==> src/rtl/gcs_pkg.sv <==
`timescale 1ns / 1ps
// Package for the greedy change dispenser: request codes, status codes,
// queue command and configuration types, register indexes and reset values.
// No dependencies.
package gcs_pkg;

    localparam int AMT_W      = 16;
    localparam int IDX_W      = 3;
    localparam int ACT_W      = IDX_W + 1;
    localparam int CNT_W      = 3;
    localparam int CFG_IDX_W  = 3;
    localparam int VALUE_REGS = 6;

    localparam logic [AMT_W-1:0] RESTOCK_ADD = 16'd10;
    localparam logic [AMT_W-1:0] AMT_MAX     = 16'hFFFF;

    localparam logic [CFG_IDX_W-1:0] CFG_DENOM_COUNT = 3'd0;
    localparam logic [CFG_IDX_W-1:0] CFG_VALUE_FIRST = 3'd1;

    localparam logic [AMT_W-1:0] VALUE_RESET [VALUE_REGS] = '{
        16'd200, 16'd100, 16'd50, 16'd20, 16'd10, 16'd5
    };
    localparam logic [CNT_W-1:0] COUNT_RESET = 3'd6;

    typedef enum logic [1:0] {
        REQ_CHANGE  = 2'd0,
        REQ_RESTOCK = 2'd1,
        REQ_SET     = 2'd2,
        REQ_NONE    = 2'd3
    } t_req;

    typedef enum logic [1:0] {
        ST_OK           = 2'd0,
        ST_OUT_OF_STOCK = 2'd1,
        ST_NOT_EXACT    = 2'd2
    } t_status;

    typedef struct packed {
        t_req              op;
        logic [AMT_W-1:0]  amount;
        logic [IDX_W-1:0]  slot;
        logic [AMT_W-1:0]  value;
        logic              slot_ok;
    } t_cmd;

    typedef struct packed {
        logic [CNT_W-1:0]                 count;
        logic [VALUE_REGS-1:0][AMT_W-1:0] value;
    } t_cfg;

endpackage

==> src/rtl/gcs_fifo.sv <==
`timescale 1ns / 1ps
// Small synchronous queue between the request front end and the dispenser.
// Generic width and depth (depth of two or more); no package dependency.
module gcs_fifo #(
    parameter int WIDTH = 8,
    parameter int DEPTH = 2
) (
    input  logic             i_clk,
    input  logic             i_rst_n,
    input  logic             i_push,
    input  logic [WIDTH-1:0] i_data,
    output logic             o_full,
    input  logic             i_pop,
    output logic [WIDTH-1:0] o_data,
    output logic             o_empty
);

    localparam int PTR_W = $clog2(DEPTH);
    localparam int LVL_W = $clog2(DEPTH + 1);

    logic [WIDTH-1:0] r_mem [DEPTH];
    logic [PTR_W-1:0] r_wr_ptr;
    logic [PTR_W-1:0] r_rd_ptr;
    logic [LVL_W-1:0] r_level;
    logic             push_ok;
    logic             pop_ok;

    assign o_full  = (r_level == LVL_W'(DEPTH));
    assign o_empty = (r_level == '0);
    assign o_data  = r_mem[r_rd_ptr];
    assign push_ok = i_push && !o_full;
    assign pop_ok  = i_pop && !o_empty;

    always_ff @(posedge i_clk) begin
        if (!i_rst_n) begin
            r_wr_ptr <= '0;
            r_rd_ptr <= '0;
            r_level  <= '0;
        end else begin
            if (push_ok) begin
                r_mem[r_wr_ptr] <= i_data;
                r_wr_ptr <= (r_wr_ptr == PTR_W'(DEPTH - 1)) ? '0 : r_wr_ptr + 1'b1;
            end
            if (pop_ok) begin
                r_rd_ptr <= (r_rd_ptr == PTR_W'(DEPTH - 1)) ? '0 : r_rd_ptr + 1'b1;
            end
            if (push_ok && !pop_ok) begin
                r_level <= r_level + 1'b1;
            end else if (pop_ok && !push_ok) begin
                r_level <= r_level - 1'b1;
            end
        end
    end

endmodule

==> src/rtl/gcs_front.sv <==
`timescale 1ns / 1ps
// Request front end: takes input transactions, classifies them into queue
// commands and drops unused request codes. Depends on gcs_pkg.
module gcs_front
    import gcs_pkg::*;
#(
    parameter int NUM_DENOMS = 6
) (
    input  logic             i_valid,
    output logic             o_stall,
    input  logic [1:0]       i_req_type,
    input  logic [AMT_W-1:0] i_amount,
    input  logic [IDX_W-1:0] i_slot_index,
    input  logic [AMT_W-1:0] i_stock_value,
    input  logic             i_q_full,
    output logic             o_push,
    output t_cmd             o_cmd
);

    t_req req;

    assign req     = t_req'(i_req_type);
    assign o_stall = i_q_full;
    assign o_push  = i_valid && !i_q_full && (req != REQ_NONE);

    always_comb begin
        o_cmd.op      = req;
        o_cmd.amount  = i_amount;
        o_cmd.slot    = i_slot_index;
        o_cmd.value   = i_stock_value;
        o_cmd.slot_ok = ({1'b0, i_slot_index} < ACT_W'(NUM_DENOMS));
    end

endmodule

==> src/rtl/gcs_div.sv <==
`timescale 1ns / 1ps
// Iterative unsigned divider, two quotient bits per cycle, registered result.
// Depends on gcs_pkg for the operand width.
module gcs_div
    import gcs_pkg::*;
(
    input  logic             i_clk,
    input  logic             i_rst_n,
    input  logic             i_start,
    input  logic [AMT_W-1:0] i_dividend,
    input  logic [AMT_W-1:0] i_divisor,
    output logic             o_done,
    output logic [AMT_W-1:0] o_quotient,
    output logic [AMT_W-1:0] o_remainder
);

    localparam int BITS_PER_STEP = 2;
    localparam int STEPS         = AMT_W / BITS_PER_STEP;
    localparam int STEP_W        = $clog2(STEPS);

    logic              r_busy;
    logic              r_done;
    logic [STEP_W-1:0] r_step;
    logic [AMT_W-1:0]  r_quo;
    logic [AMT_W-1:0]  r_rem;
    logic [AMT_W-1:0]  r_div;
    logic [AMT_W-1:0]  n_quo;
    logic [AMT_W-1:0]  n_rem;
    logic [AMT_W:0]    trial;

    always_comb begin
        n_quo = r_quo;
        n_rem = r_rem;
        trial = '0;
        for (int k = 0; k < BITS_PER_STEP; k++) begin
            trial = {n_rem, n_quo[AMT_W-1]};
            n_quo = {n_quo[AMT_W-2:0], 1'b0};
            if (trial >= {1'b0, r_div}) begin
                trial    = trial - {1'b0, r_div};
                n_quo[0] = 1'b1;
            end
            n_rem = trial[AMT_W-1:0];
        end
    end

    assign o_done      = r_done;
    assign o_quotient  = r_quo;
    assign o_remainder = r_rem;

    always_ff @(posedge i_clk) begin
        if (!i_rst_n) begin
            r_busy <= 1'b0;
            r_done <= 1'b0;
        end else begin
            r_done <= 1'b0;
            if (i_start) begin
                r_busy <= 1'b1;
                r_step <= '0;
                r_quo  <= i_dividend;
                r_rem  <= '0;
                r_div  <= i_divisor;
            end else if (r_busy) begin
                r_quo  <= n_quo;
                r_rem  <= n_rem;
                r_step <= r_step + 1'b1;
                if (r_step == STEP_W'(STEPS - 1)) begin
                    r_busy <= 1'b0;
                    r_done <= 1'b1;
                end
            end
        end
    end

endmodule

==> src/rtl/gcs_back.sv <==
`timescale 1ns / 1ps
// Dispenser back end: coin stock, greedy walk over the denominations with a
// shared divider, and the registered result stage. Depends on gcs_pkg, gcs_div.
module gcs_back
    import gcs_pkg::*;
#(
    parameter int NUM_DENOMS = 6
) (
    input  logic             i_clk,
    input  logic             i_rst_n,
    input  t_cfg             i_cfg,
    input  logic             i_q_empty,
    input  t_cmd             i_cmd,
    output logic             o_pop,
    output logic             o_valid,
    input  logic             i_stall,
    output logic [IDX_W-1:0] o_denom_index,
    output logic [AMT_W-1:0] o_coin_count,
    output logic [1:0]       o_status,
    output logic             o_last
);

    localparam int SEL_W = (NUM_DENOMS > 1) ? $clog2(NUM_DENOMS) : 1;

    typedef enum logic [2:0] {
        S_IDLE,
        S_WALK,
        S_WAIT,
        S_FINISH,
        S_EMIT
    } t_state;

    t_state           r_state;
    t_cmd             r_cmd;
    logic [IDX_W-1:0] r_idx;
    logic [AMT_W-1:0] r_rem;
    t_status          r_status;
    logic [AMT_W-1:0] r_stock [NUM_DENOMS];
    logic [AMT_W-1:0] r_take  [NUM_DENOMS];
    logic             r_ovalid;
    logic [IDX_W-1:0] r_out_index;
    logic [AMT_W-1:0] r_out_count;
    t_status          r_out_status;
    logic             r_out_last;

    logic [ACT_W-1:0] n_act;
    logic             idx_last;
    logic [SEL_W-1:0] sel;
    logic [AMT_W-1:0] cur_value;
    logic [AMT_W:0]   restock_sum;
    logic [AMT_W-1:0] restock_val;
    logic             load;
    logic             div_start;
    logic             div_done;
    logic [AMT_W-1:0] div_q;
    logic [AMT_W-1:0] div_r;

    logic [IDX_W-1:0] emit_index;
    logic [AMT_W-1:0] emit_count;
    logic             emit_last;
    logic             emit_we;
    logic [SEL_W-1:0] emit_sel;
    logic [AMT_W-1:0] emit_stock;

    always_comb begin
        if (i_cfg.count == '0) begin
            n_act = ACT_W'(1);
        end else if ({1'b0, i_cfg.count} > ACT_W'(NUM_DENOMS)) begin
            n_act = ACT_W'(NUM_DENOMS);
        end else begin
            n_act = {1'b0, i_cfg.count};
        end
    end

    assign idx_last  = (({1'b0, r_idx} + ACT_W'(1)) == n_act);
    assign sel       = r_idx[SEL_W-1:0];
    assign cur_value = (r_idx < IDX_W'(VALUE_REGS)) ? i_cfg.value[r_idx] : '0;

    assign restock_sum = {1'b0, r_stock[sel]} + {1'b0, RESTOCK_ADD};
    assign restock_val = restock_sum[AMT_W] ? AMT_MAX : restock_sum[AMT_W-1:0];

    assign load      = (r_state == S_EMIT) && (!r_ovalid || !i_stall);
    assign o_pop     = (r_state == S_IDLE) && !i_q_empty;
    assign div_start = (r_state == S_WALK) && (cur_value != '0);

    gcs_div u_div (
        .i_clk       (i_clk),
        .i_rst_n     (i_rst_n),
        .i_start     (div_start),
        .i_dividend  (r_rem),
        .i_divisor   (cur_value),
        .o_done      (div_done),
        .o_quotient  (div_q),
        .o_remainder (div_r)
    );

    always_comb begin
        emit_index = r_idx;
        emit_count = '0;
        emit_last  = idx_last;
        emit_we    = 1'b0;
        emit_sel   = sel;
        emit_stock = r_stock[sel];
        unique case (r_cmd.op)
            REQ_CHANGE: begin
                if (r_status == ST_OK) begin
                    emit_count = r_take[sel];
                    emit_we    = 1'b1;
                    emit_stock = r_stock[sel] - r_take[sel];
                end
            end
            REQ_RESTOCK: begin
                emit_count = restock_val;
                emit_we    = 1'b1;
                emit_stock = restock_val;
            end
            REQ_SET: begin
                emit_index = r_cmd.slot;
                emit_last  = 1'b1;
                emit_sel   = r_cmd.slot[SEL_W-1:0];
                emit_stock = r_cmd.value;
                if (r_cmd.slot_ok) begin
                    emit_count = r_cmd.value;
                    emit_we    = 1'b1;
                end
            end
            default: begin
                emit_last = 1'b1;
            end
        endcase
    end

    always_ff @(posedge i_clk) begin
        if (!i_rst_n) begin
            r_state  <= S_IDLE;
            r_ovalid <= 1'b0;
            for (int j = 0; j < NUM_DENOMS; j++) begin
                r_stock[j] <= '0;
            end
        end else begin
            if (load) begin
                r_ovalid <= 1'b1;
            end else if (!i_stall) begin
                r_ovalid <= 1'b0;
            end
            unique case (r_state)
                S_IDLE: begin
                    if (!i_q_empty) begin
                        r_cmd    <= i_cmd;
                        r_idx    <= '0;
                        r_rem    <= i_cmd.amount;
                        r_status <= ST_OK;
                        if (i_cmd.op == REQ_CHANGE) begin
                            r_state <= S_WALK;
                        end else begin
                            r_state <= S_EMIT;
                        end
                    end
                end
                S_WALK: begin
                    if (cur_value == '0) begin
                        r_take[sel] <= '0;
                        if (idx_last) begin
                            r_state <= S_FINISH;
                        end else begin
                            r_idx <= r_idx + 1'b1;
                        end
                    end else begin
                        r_state <= S_WAIT;
                    end
                end
                S_WAIT: begin
                    if (div_done) begin
                        if (div_q > r_stock[sel]) begin
                            r_status <= ST_OUT_OF_STOCK;
                            r_idx    <= '0;
                            r_state  <= S_EMIT;
                        end else begin
                            r_take[sel] <= div_q;
                            r_rem       <= div_r;
                            if (idx_last) begin
                                r_state <= S_FINISH;
                            end else begin
                                r_idx   <= r_idx + 1'b1;
                                r_state <= S_WALK;
                            end
                        end
                    end
                end
                S_FINISH: begin
                    if (r_rem != '0) begin
                        r_status <= ST_NOT_EXACT;
                    end
                    r_idx   <= '0;
                    r_state <= S_EMIT;
                end
                S_EMIT: begin
                    if (load) begin
                        r_out_index  <= emit_index;
                        r_out_count  <= emit_count;
                        r_out_status <= r_status;
                        r_out_last   <= emit_last;
                        if (emit_we) begin
                            r_stock[emit_sel] <= emit_stock;
                        end
                        if (emit_last) begin
                            r_state <= S_IDLE;
                        end else begin
                            r_idx <= r_idx + 1'b1;
                        end
                    end
                end
            endcase
        end
    end

    assign o_valid       = r_ovalid;
    assign o_denom_index = r_out_index;
    assign o_coin_count  = r_out_count;
    assign o_status      = r_out_status;
    assign o_last        = r_out_last;

`ifndef SYNTHESIS
    a_fail_zero_count: assert property (@(posedge i_clk) disable iff (!i_rst_n)
        r_ovalid && (r_out_status != ST_OK) |-> (r_out_count == '0))
        else $error("failed change result carries coins");

    a_div_done_in_wait: assert property (@(posedge i_clk) disable iff (!i_rst_n)
        div_done |-> (r_state == S_WAIT))
        else $error("divider finished outside the wait state");

    a_idx_in_range: assert property (@(posedge i_clk) disable iff (!i_rst_n)
        (r_state == S_WALK || r_state == S_WAIT) |-> ({1'b0, r_idx} < n_act))
        else $error("denomination index beyond active count");

    a_no_restart_busy: assert property (@(posedge i_clk) disable iff (!i_rst_n)
        (r_state == S_WAIT) && !div_done |=> (r_state == S_WAIT))
        else $error("walk advanced without a divider result");
`endif

endmodule

==> src/rtl/greedy_change_with_stock.sv <==
`timescale 1ns / 1ps
// Top level of the greedy change dispenser: configuration registers, request
// front end, command queue and dispenser back end. Depends on gcs_pkg,
// gcs_fifo, gcs_front, gcs_back.
//
//  channel | direction | handshake           | payload
//  --------+-----------+---------------------+-----------------------------------
//  request | in        | i_valid / o_stall   | req_type, amount, slot_index, stock_value
//  result  | out       | o_valid / i_stall   | denom_index, coin_count, status, last
//  config  | in        | i_cfg_we            | i_cfg_index, i_cfg_data
//
// Make change: the command is taken from the queue; then each denomination walked
// starts the radix-4 divider and checks its result when its value is nonzero, and
// is skipped when zero; then a decision step (skipped on out of stock) and one
// result per denomination. Restock: one result per active denomination; set stock: one.
// The walk uses a shared divider; the back end works one request at a time.
// Reset is synchronous: stock cleared, denomination registers to defaults.
// A two-entry queue lets requests be taken while results are stalled.
module greedy_change_with_stock
    import gcs_pkg::*;
#(
    parameter int NUM_DENOMS = 6
) (
    input  logic                 i_clk,
    input  logic                 i_rst_n,
    input  logic                 i_valid,
    output logic                 o_stall,
    input  logic [1:0]           i_req_type,
    input  logic [AMT_W-1:0]     i_amount,
    input  logic [IDX_W-1:0]     i_slot_index,
    input  logic [AMT_W-1:0]     i_stock_value,
    output logic                 o_valid,
    input  logic                 i_stall,
    output logic [IDX_W-1:0]     o_denom_index,
    output logic [AMT_W-1:0]     o_coin_count,
    output logic [1:0]           o_status,
    output logic                 o_last,
    input  logic                 i_cfg_we,
    input  logic [CFG_IDX_W-1:0] i_cfg_index,
    input  logic [AMT_W-1:0]     i_cfg_data
);

    localparam int QUEUE_DEPTH = 2;

    t_cfg r_cfg;
    t_cmd front_cmd;
    t_cmd queue_cmd;
    logic q_push;
    logic q_full;
    logic q_pop;
    logic q_empty;

    always_ff @(posedge i_clk) begin
        if (!i_rst_n) begin
            r_cfg.count <= COUNT_RESET;
            for (int j = 0; j < VALUE_REGS; j++) begin
                r_cfg.value[j] <= VALUE_RESET[j];
            end
        end else if (i_cfg_we) begin
            if (i_cfg_index == CFG_DENOM_COUNT) begin
                r_cfg.count <= i_cfg_data[CNT_W-1:0];
            end
            for (int j = 0; j < VALUE_REGS; j++) begin
                if (i_cfg_index == (CFG_VALUE_FIRST + CFG_IDX_W'(j))) begin
                    r_cfg.value[j] <= i_cfg_data;
                end
            end
        end
    end

    gcs_front #(
        .NUM_DENOMS (NUM_DENOMS)
    ) u_front (
        .i_valid       (i_valid),
        .o_stall       (o_stall),
        .i_req_type    (i_req_type),
        .i_amount      (i_amount),
        .i_slot_index  (i_slot_index),
        .i_stock_value (i_stock_value),
        .i_q_full      (q_full),
        .o_push        (q_push),
        .o_cmd         (front_cmd)
    );

    gcs_fifo #(
        .WIDTH ($bits(t_cmd)),
        .DEPTH (QUEUE_DEPTH)
    ) u_queue (
        .i_clk   (i_clk),
        .i_rst_n (i_rst_n),
        .i_push  (q_push),
        .i_data  (front_cmd),
        .o_full  (q_full),
        .i_pop   (q_pop),
        .o_data  (queue_cmd),
        .o_empty (q_empty)
    );

    gcs_back #(
        .NUM_DENOMS (NUM_DENOMS)
    ) u_back (
        .i_clk         (i_clk),
        .i_rst_n       (i_rst_n),
        .i_cfg         (r_cfg),
        .i_q_empty     (q_empty),
        .i_cmd         (queue_cmd),
        .o_pop         (q_pop),
        .o_valid       (o_valid),
        .i_stall       (i_stall),
        .o_denom_index (o_denom_index),
        .o_coin_count  (o_coin_count),
        .o_status      (o_status),
        .o_last        (o_last)
    );

endmodule
==> config.mk <==
export PLATFORM = sky130hd
export DESIGN_NAME = greedy_change_with_stock
export DESIGN_NICKNAME = d
export VERILOG_FILES = /design/src/rtl/gcs_pkg.sv /design/src/rtl/gcs_fifo.sv /design/src/rtl/gcs_front.sv /design/src/rtl/gcs_div.sv /design/src/rtl/gcs_back.sv /design/src/rtl/greedy_change_with_stock.sv
export SDC_FILE = /design/constraint.sdc
export NUM_CORES = 1
export LEC_CHECK = 0
export BUFFER_PORTS_ARGS = -buffer_cell sky130_fd_sc_hd__buf_4
export CAP_MARGIN = 20
export CORE_MARGIN = 8
export CORE_UTILIZATION = 55
export DETAILED_ROUTE_END_ITERATION = 10
export PLACE_DENSITY = 0.83
export SYNTH_ARGS = -nofsm -noshare
export SYNTH_HDL_FRONTEND = slang
export SYNTH_SLANG_ARGS = --single-unit
==> constraint.sdc <==
create_clock -name i_clk -period 12.7 [get_ports i_clk]
set_clock_uncertainty 0.1 [all_clocks]
set_input_delay 1.905 -clock i_clk [delete_from_list [all_inputs] [get_ports i_clk]]
set_output_delay 1.905 -clock i_clk [all_outputs]
set_load 0.01 [all_outputs]
; ---- Word level (Yosys, flattened, before mapping)
; Memories as Yosys holds them, arrays and structs flattened. A register that Yosys moved wholly into a read port is not among the register bits.
; Cells that the tools add are included.
[word_totals]
memories = 3
ram_bits = 268
ff_bits = 225
word_cells = 216
[memory_table]
columns = name, depth, width, read_ports, rd_ports_with_merged_regs, write_ports, line
row1 = u_back.r_stock, 6, 16, 1, 1, 6, gcs_back.sv:38  ; logic [AMT_W-1:0] r_stock [NUM_DENOMS];
row2 = u_back.r_take, 6, 16, 1, 1, 1, gcs_back.sv:39  ; logic [AMT_W-1:0] r_take [NUM_DENOMS];
row3 = u_queue.r_mem, 2, 38, 1, 1, 1, gcs_fifo.sv:21  ; logic [WIDTH-1:0] r_mem [DEPTH];
[op_classes]
n_eq_ne = 27
magnitude_cmp = 7
n_reduce_logical = 48
bitwise_logic = 4
n_addsub = 11
mux = 87
[ops]
columns = op, n
row1 = $mux W16, 16
row2 = $pmux W16 S3, 2
row3 = $mux W3, 21
row4 = $bmux W16 S3, 1
row5 = $sub A16 B16 Y16, 3
row6 = $ge A17 B16 Y1, 2
row7 = $mux W1, 34
row8 = $pmux W16 S2, 1
row9 = $reduce_bool A16 Y1, 2
row10 = $pmux W3 S5, 2
row11 = $reduce_and A2 Y1, 9
row12 = $add A16 B4 Y17 const B, 1
row13 = $gt A16 B16 Y1, 1
row14 = $logic_not A16 Y1, 1
row15 = $reduce_or A16 Y1, 1
row16 = $eq A3 B3 Y1 const B, 5
row17 = $mux W2, 7
row18 = $eq A3 B2 Y1 const B, 4
row19 = $ne A2 B2 Y1 const B, 6
row20 = $reduce_and A6 Y1, 2
row21 = $ne A2 B1 Y1 const B, 5
row22 = $reduce_and A5 Y1, 2
row23 = $logic_and A1 B1 Y1, 9
row24 = $logic_not A3 Y1, 3
row25 = 26 further kinds, 44

; ---- Depth between registers and ports, before layout
[depth]
word_depth = 10
depth_mapped = 21
depth_no_buf = 20

; ---- Hierarchy
; Synthesis repeated with hierarchy kept, for this count alone.
[hier_totals]
hier_cells = 2125
area_unflattened_um2 = 26399.1
[by_module_without_submodules]
columns = module, cells_each, instances, area_each_um2
row1 = gcs_back, 1207, 1, 15348.5
row2 = gcs_div, 378, 1, 4056.4
row3 = greedy_change_with_stock, 356, 1, 3718.6
row4 = gcs_fifo, 143, 1, 2970.3
row5 = gcs_front, 41, 1, 305.3

; ---- Least setup slack after synthesis
; Ideal clock, no wire load.
[synth_timing]
path_type = reg-to-reg
start = reg u_back.u_div.r_rem[10] (netlist: u_back.u_div.o_remainder[10])
end = reg u_back.u_div.r_rem[10] (netlist: u_back.u_div.o_remainder[10]) (data pin)
setup_slack_ns = 7.560
t_arrival_ns = 4.777
required_ns = 12.337
n_path_buf = 3
setup_ns = 0.263
period_less_slack_ns = 5.140
path_stages_with_launch = 20
cell_sequence = edfxtp_1 > ha_1 > nand2_1 > or4_1 > nor4_1 > a211o_1 > a2111o_1 > buf_2 > buf_1 > mux2i_1 > inv_1 > ha_1 > a21o_1 > a21oi_1 > o21a_1 > o21ai_0 > a221oi_1 > a21o_1 > buf_2 > o22ai_1
[synth_via]
elab_chain_len = 5
elab_cells_between_ends = 7
classes_between = 2 x add/sub / 2 x order compare / 3 x mux
[synth_lines]
columns = element, line
row1 = from (decl), gcs_div.sv:25  ; logic [AMT_W-1:0] r_rem;
row2 = from (signal assigned), gcs_div.sv:64  ; r_rem <= n_rem;
row3 = $ge A17 B16 Y1 or $sub A16 B16 Y16 (tied branches), "gcs_div.sv:38, gcs_div.sv:39"
row4 = $mux W16 *, gcs_div.sv:38  ; if (trial >= {1'b0, r_div}) begin
row5 = $sub A16 B16 Y16 or $ge A17 B16 Y1 (tied branches), "gcs_div.sv:39, gcs_div.sv:38"
row6 = $mux W16 *, gcs_div.sv:38
row7 = $mux W16 *, gcs_div.sv:62  ; end else if (r_busy) begin
; Mark *: on every way between the ends. The rest lies on a longest branch, timed or not. The select of a mux whose other input is x is not followed.
; A chain may end at the register's enable or synchronous reset.

; ---- Worst setup path after layout
; Same ends and word-level chain as after synthesis.

==> flow_summary.yaml <==
run_status:
  status: "completed"
power:
  internal_power_mw: 3.82
  power_frac_clock_pct: 25.7
  pwr-share-comb_pct: 38.3
  power_leakage_nw: 10.3
  max-vdd-ir-drop_uv: 132
  power.density_nw_per_um2: 212
  seq_power_share_pct: 36.0
  switching_share_pct: 36.3
  power.switching_mw: 2.17
sta:
  max_freq_mhz: 165
  rsz0062_at_grt: "false"
  finalSetupTns_ns: 0
  post-route-period-util_pct: 47.8
  finalCriticalPeriod_ns: 6.07
  final-setup-viol-count: 0
  slew_headroom_pct: 26.3
  slew_violations: 0
  worst_pin_slew_ns: 1.11
  hold_viol_final: 0
drt:
  wl_per_cell_um: 23.5
  vias: 18103
  totalWireLength_um: 66900
  vias_per_cell: 6.35
  drc: 0
  firstDrtPassIters: 8
  drt_iter0_drc: 2326
  ant_nets: 0
clock_network:
  cts-hold-fix-buffers: 0
  cts_buffers: 53
  clkLatencyLatePin_ns: 0.60
  cts_max_path_buffers: 3
  cts_sinks: 529
  cts_setup_buffers: 0
  h-tree-depth: 2
  cts_resized: 0
  clkTransAtPathRegs_ns: 0.06
  cts_tree: "done"
  root_buffer: "clkbuf_16"
grt:
  grt_pass1_wl_um: 102000
  antenna_found_initial: 0
  track_usage_pct: 24.3
  gr-total-overflow: 0
  grt_max_degree: 93
  grt_pass1_vias: 17929
yosys:
  synthesis.nets: 2275
  synthCells: 2143
  synth_edf_count: 416
  postSynthRegisterBits: 529
  async_flop_share_pct: 0
  ys_seq_area_share_pct: 58.3
  synthFlopType: "edfxtp_1"
  post-synth-top-count-cell: "edfxtp_1"
  yosys-top-cells-area: "edfxtp_1 49%, dfxtp_1 8.9%, nand2_1 4.8%, mux4_2 4.4%, ha_1 3.4%"
  yosysUniqueCellTypes: 92
  syn_area_um2: 25300
  yosysWarnings: 0
  yosys.area.top_type: "edfxtp_1"
  synthTopCellsByCount: "416 x edfxtp_1, 321 x nand2_1, 167 x nor2_1"
  synth_top_area_share_pct: 49.3
  avgSynthCellArea_um2: 11.8
layout:
  layout-area-overhead-vs-synth_pct: 11.7
  fin_util_pct: 62.4
  n_antenna_cell: 0
  post_route_cells_drive_above_1_share_pct: 15.6
  nNetsFinal: 2345
  ff_latch_area_um2: 14800
  multi_input_area_um2: 9880
  stdcell_count: 2852
  num-fill-cells: 3346
worst_setup_path:
  end_kind: "flop"
  path_buf_inv: 1
  worst_path_dominant_cell_family: "compound AO/OA/AOI/OAI gates"
  crit_chain: "ha_1 > nand2_1 > or4_1 > nor4_1 > a211o_1 > a2111o_1 > mux2i_1 > inv_1 > ha_1 > a21o_1 > a21oi_1 > o21a_1 > o21ai_0 > a221oi_1 > a21o_1 > o22ai_1"
  criticalPathCategory: "reg -> reg"
  worstPathMaxFanout: 18
  required_ns: 12.91
  cp_slowest_stage_delay_ns: 0.78
  crit_path_start_kind: "flop"
  crit_slowest_cell: "a2111o_1"
  cp_data_arrival_time_ns: 6.28
die:
  core_area_um2: 45400
  die_y_um: 231
  start_util_pct: 55.8
  chipWidth_um: 231
  rows: 78
  io_pins: 85
  dieArea_um2: 53200
placed_design:
  gp_congestion: 0.964
  dp_hpwl_um: 45300
  dp.cells: 2756
  io_buffer_count: 84
min_path:
  hold_path.class: "reg -> reg"
job:
  max-cap-violations: 0
==> registers in the layout, summed over array words and instances, names as in the netlist, 16 cells and up, named ones only <==
register,flops
u_back.u_div.o_remainder,16
u_back.r_rem,16
u_back.u_div.o_quotient,16
u_back.r_take,96
u_queue.r_mem,76
u_back.u_div.r_div,16
r_cfg,99
u_back.r_cmd,22
u_back.o_coin_count,16
u_back.r_stock,128
==> stage by stage <==
| step | power, mW | worst slack [ns] | hold WS (ns) | instance area [um^2] |
|---|---|---|---|---|
| finish | 5.99 | 6.63 | 0.355 | 28300 |
| detailed placement | 4.41 | 6.72 | 0.347 | 26600 |
| floorplan | 3.78 | 7.56 | 0.332 | 25300 |
| CTS | 5.95 | 6.67 | 0.355 | 28300 |
| global placement | 4.35 | 6.87 | 0.338 | 26600 |
| global route | 6.23 | 6.28 | 0.371 | 28300 |
==> final cells by class <==
class                           instances  share of cell area (%)
Tap cell                              600                    2.65
Clock inverter                         23                   0.889
Inverter                               78                    1.03
Multi-Input combinational cell       1433                    34.9
Timing Repair Buffer                  118                    3.25
Clock buffer                           71                    5.11
Sequential cell                       529                    52.2
==> final timing paths <==
check | start | end | slack (ns) | cells past startpoint
setup reg to reg | u_back.u_div.o_remainder[10] | u_back.u_div.o_remainder[10] | 6.63 | 16
hold reg to reg | r_cfg[27] | r_cfg[27] | 0.35 | 2
hold / removal | r_cfg[27] | r_cfg[27] | 0.35 | 2
setup / recovery | u_back.u_div.o_remainder[10] | u_back.u_div.o_remainder[10] | 6.63 | 16
==> layout by cell type (no fill, tap or decap), types with 49 or more instances in the layout <==
| cell type | netlist | final |
|---|---|---|
| a21oi_1 | 142 | 142 |
| buf_4 | 2 | 116 |
| clkbuf_16 | 0 | 53 |
| dfxtp_1 | 113 | 109 |
| edfxtp_1 | 416 | 416 |
| ha_1 | 68 | 68 |
| inv_1 | 77 | 76 |
| mux2_2 | 50 | 50 |
| mux2i_1 | 78 | 78 |
| mux4_2 | 49 | 49 |
| nand2_1 | 321 | 321 |
| nor2_1 | 167 | 165 |
| o21ai_0 | 93 | 93 |
==> metal layers <==
layer / vias up / GRT usage, % / wire length [um]
li1: 8052 / - / -
met1: 8771 / 30.2 / 25200
met2: 1040 / 41.1 / 32500
met3: 240 / 3.70 / 5760
met4: 0 / 12.7 / 3430
met5: - / 0 / 0
==> power groups by stage <==
| stage | logic (mW) | clock network [mW] | registers, mW |
|---|---|---|---|
| global route | 2.45 | 1.62 | 2.16 |
| global placement | 2.17 | 0 | 2.18 |
| finish | 2.29 | 1.54 | 2.15 |
| detailed placement | 2.22 | 0 | 2.19 |
| CTS | 2.24 | 1.55 | 2.15 |
| floorplan | 1.65 | 0 | 2.13 |
==> cell families after synthesis <==
family	after synthesis	share of synthesized area [%]
and+or+nand+nor	723	13.0
DFF	529	58.3
AOI/OAI and AO/OA	406	10.1
muxes	191	10.6
buffers and inverters	181	3.01
adders and majority gates	71	3.60
xor gates and xnor gates	42	1.45
==> tightest hold or removal path, delay by kind of cell, from the launching register on <==
| family | cells | cell delay [ns] |
|---|---|---|
| and+or+nand+nor | 1 | 0.05 |
| DFF | 1 | 0.31 |
| AOI/OAI and AO/OA | 1 | 0.05 |
Power figures use the tool's default switching activity.
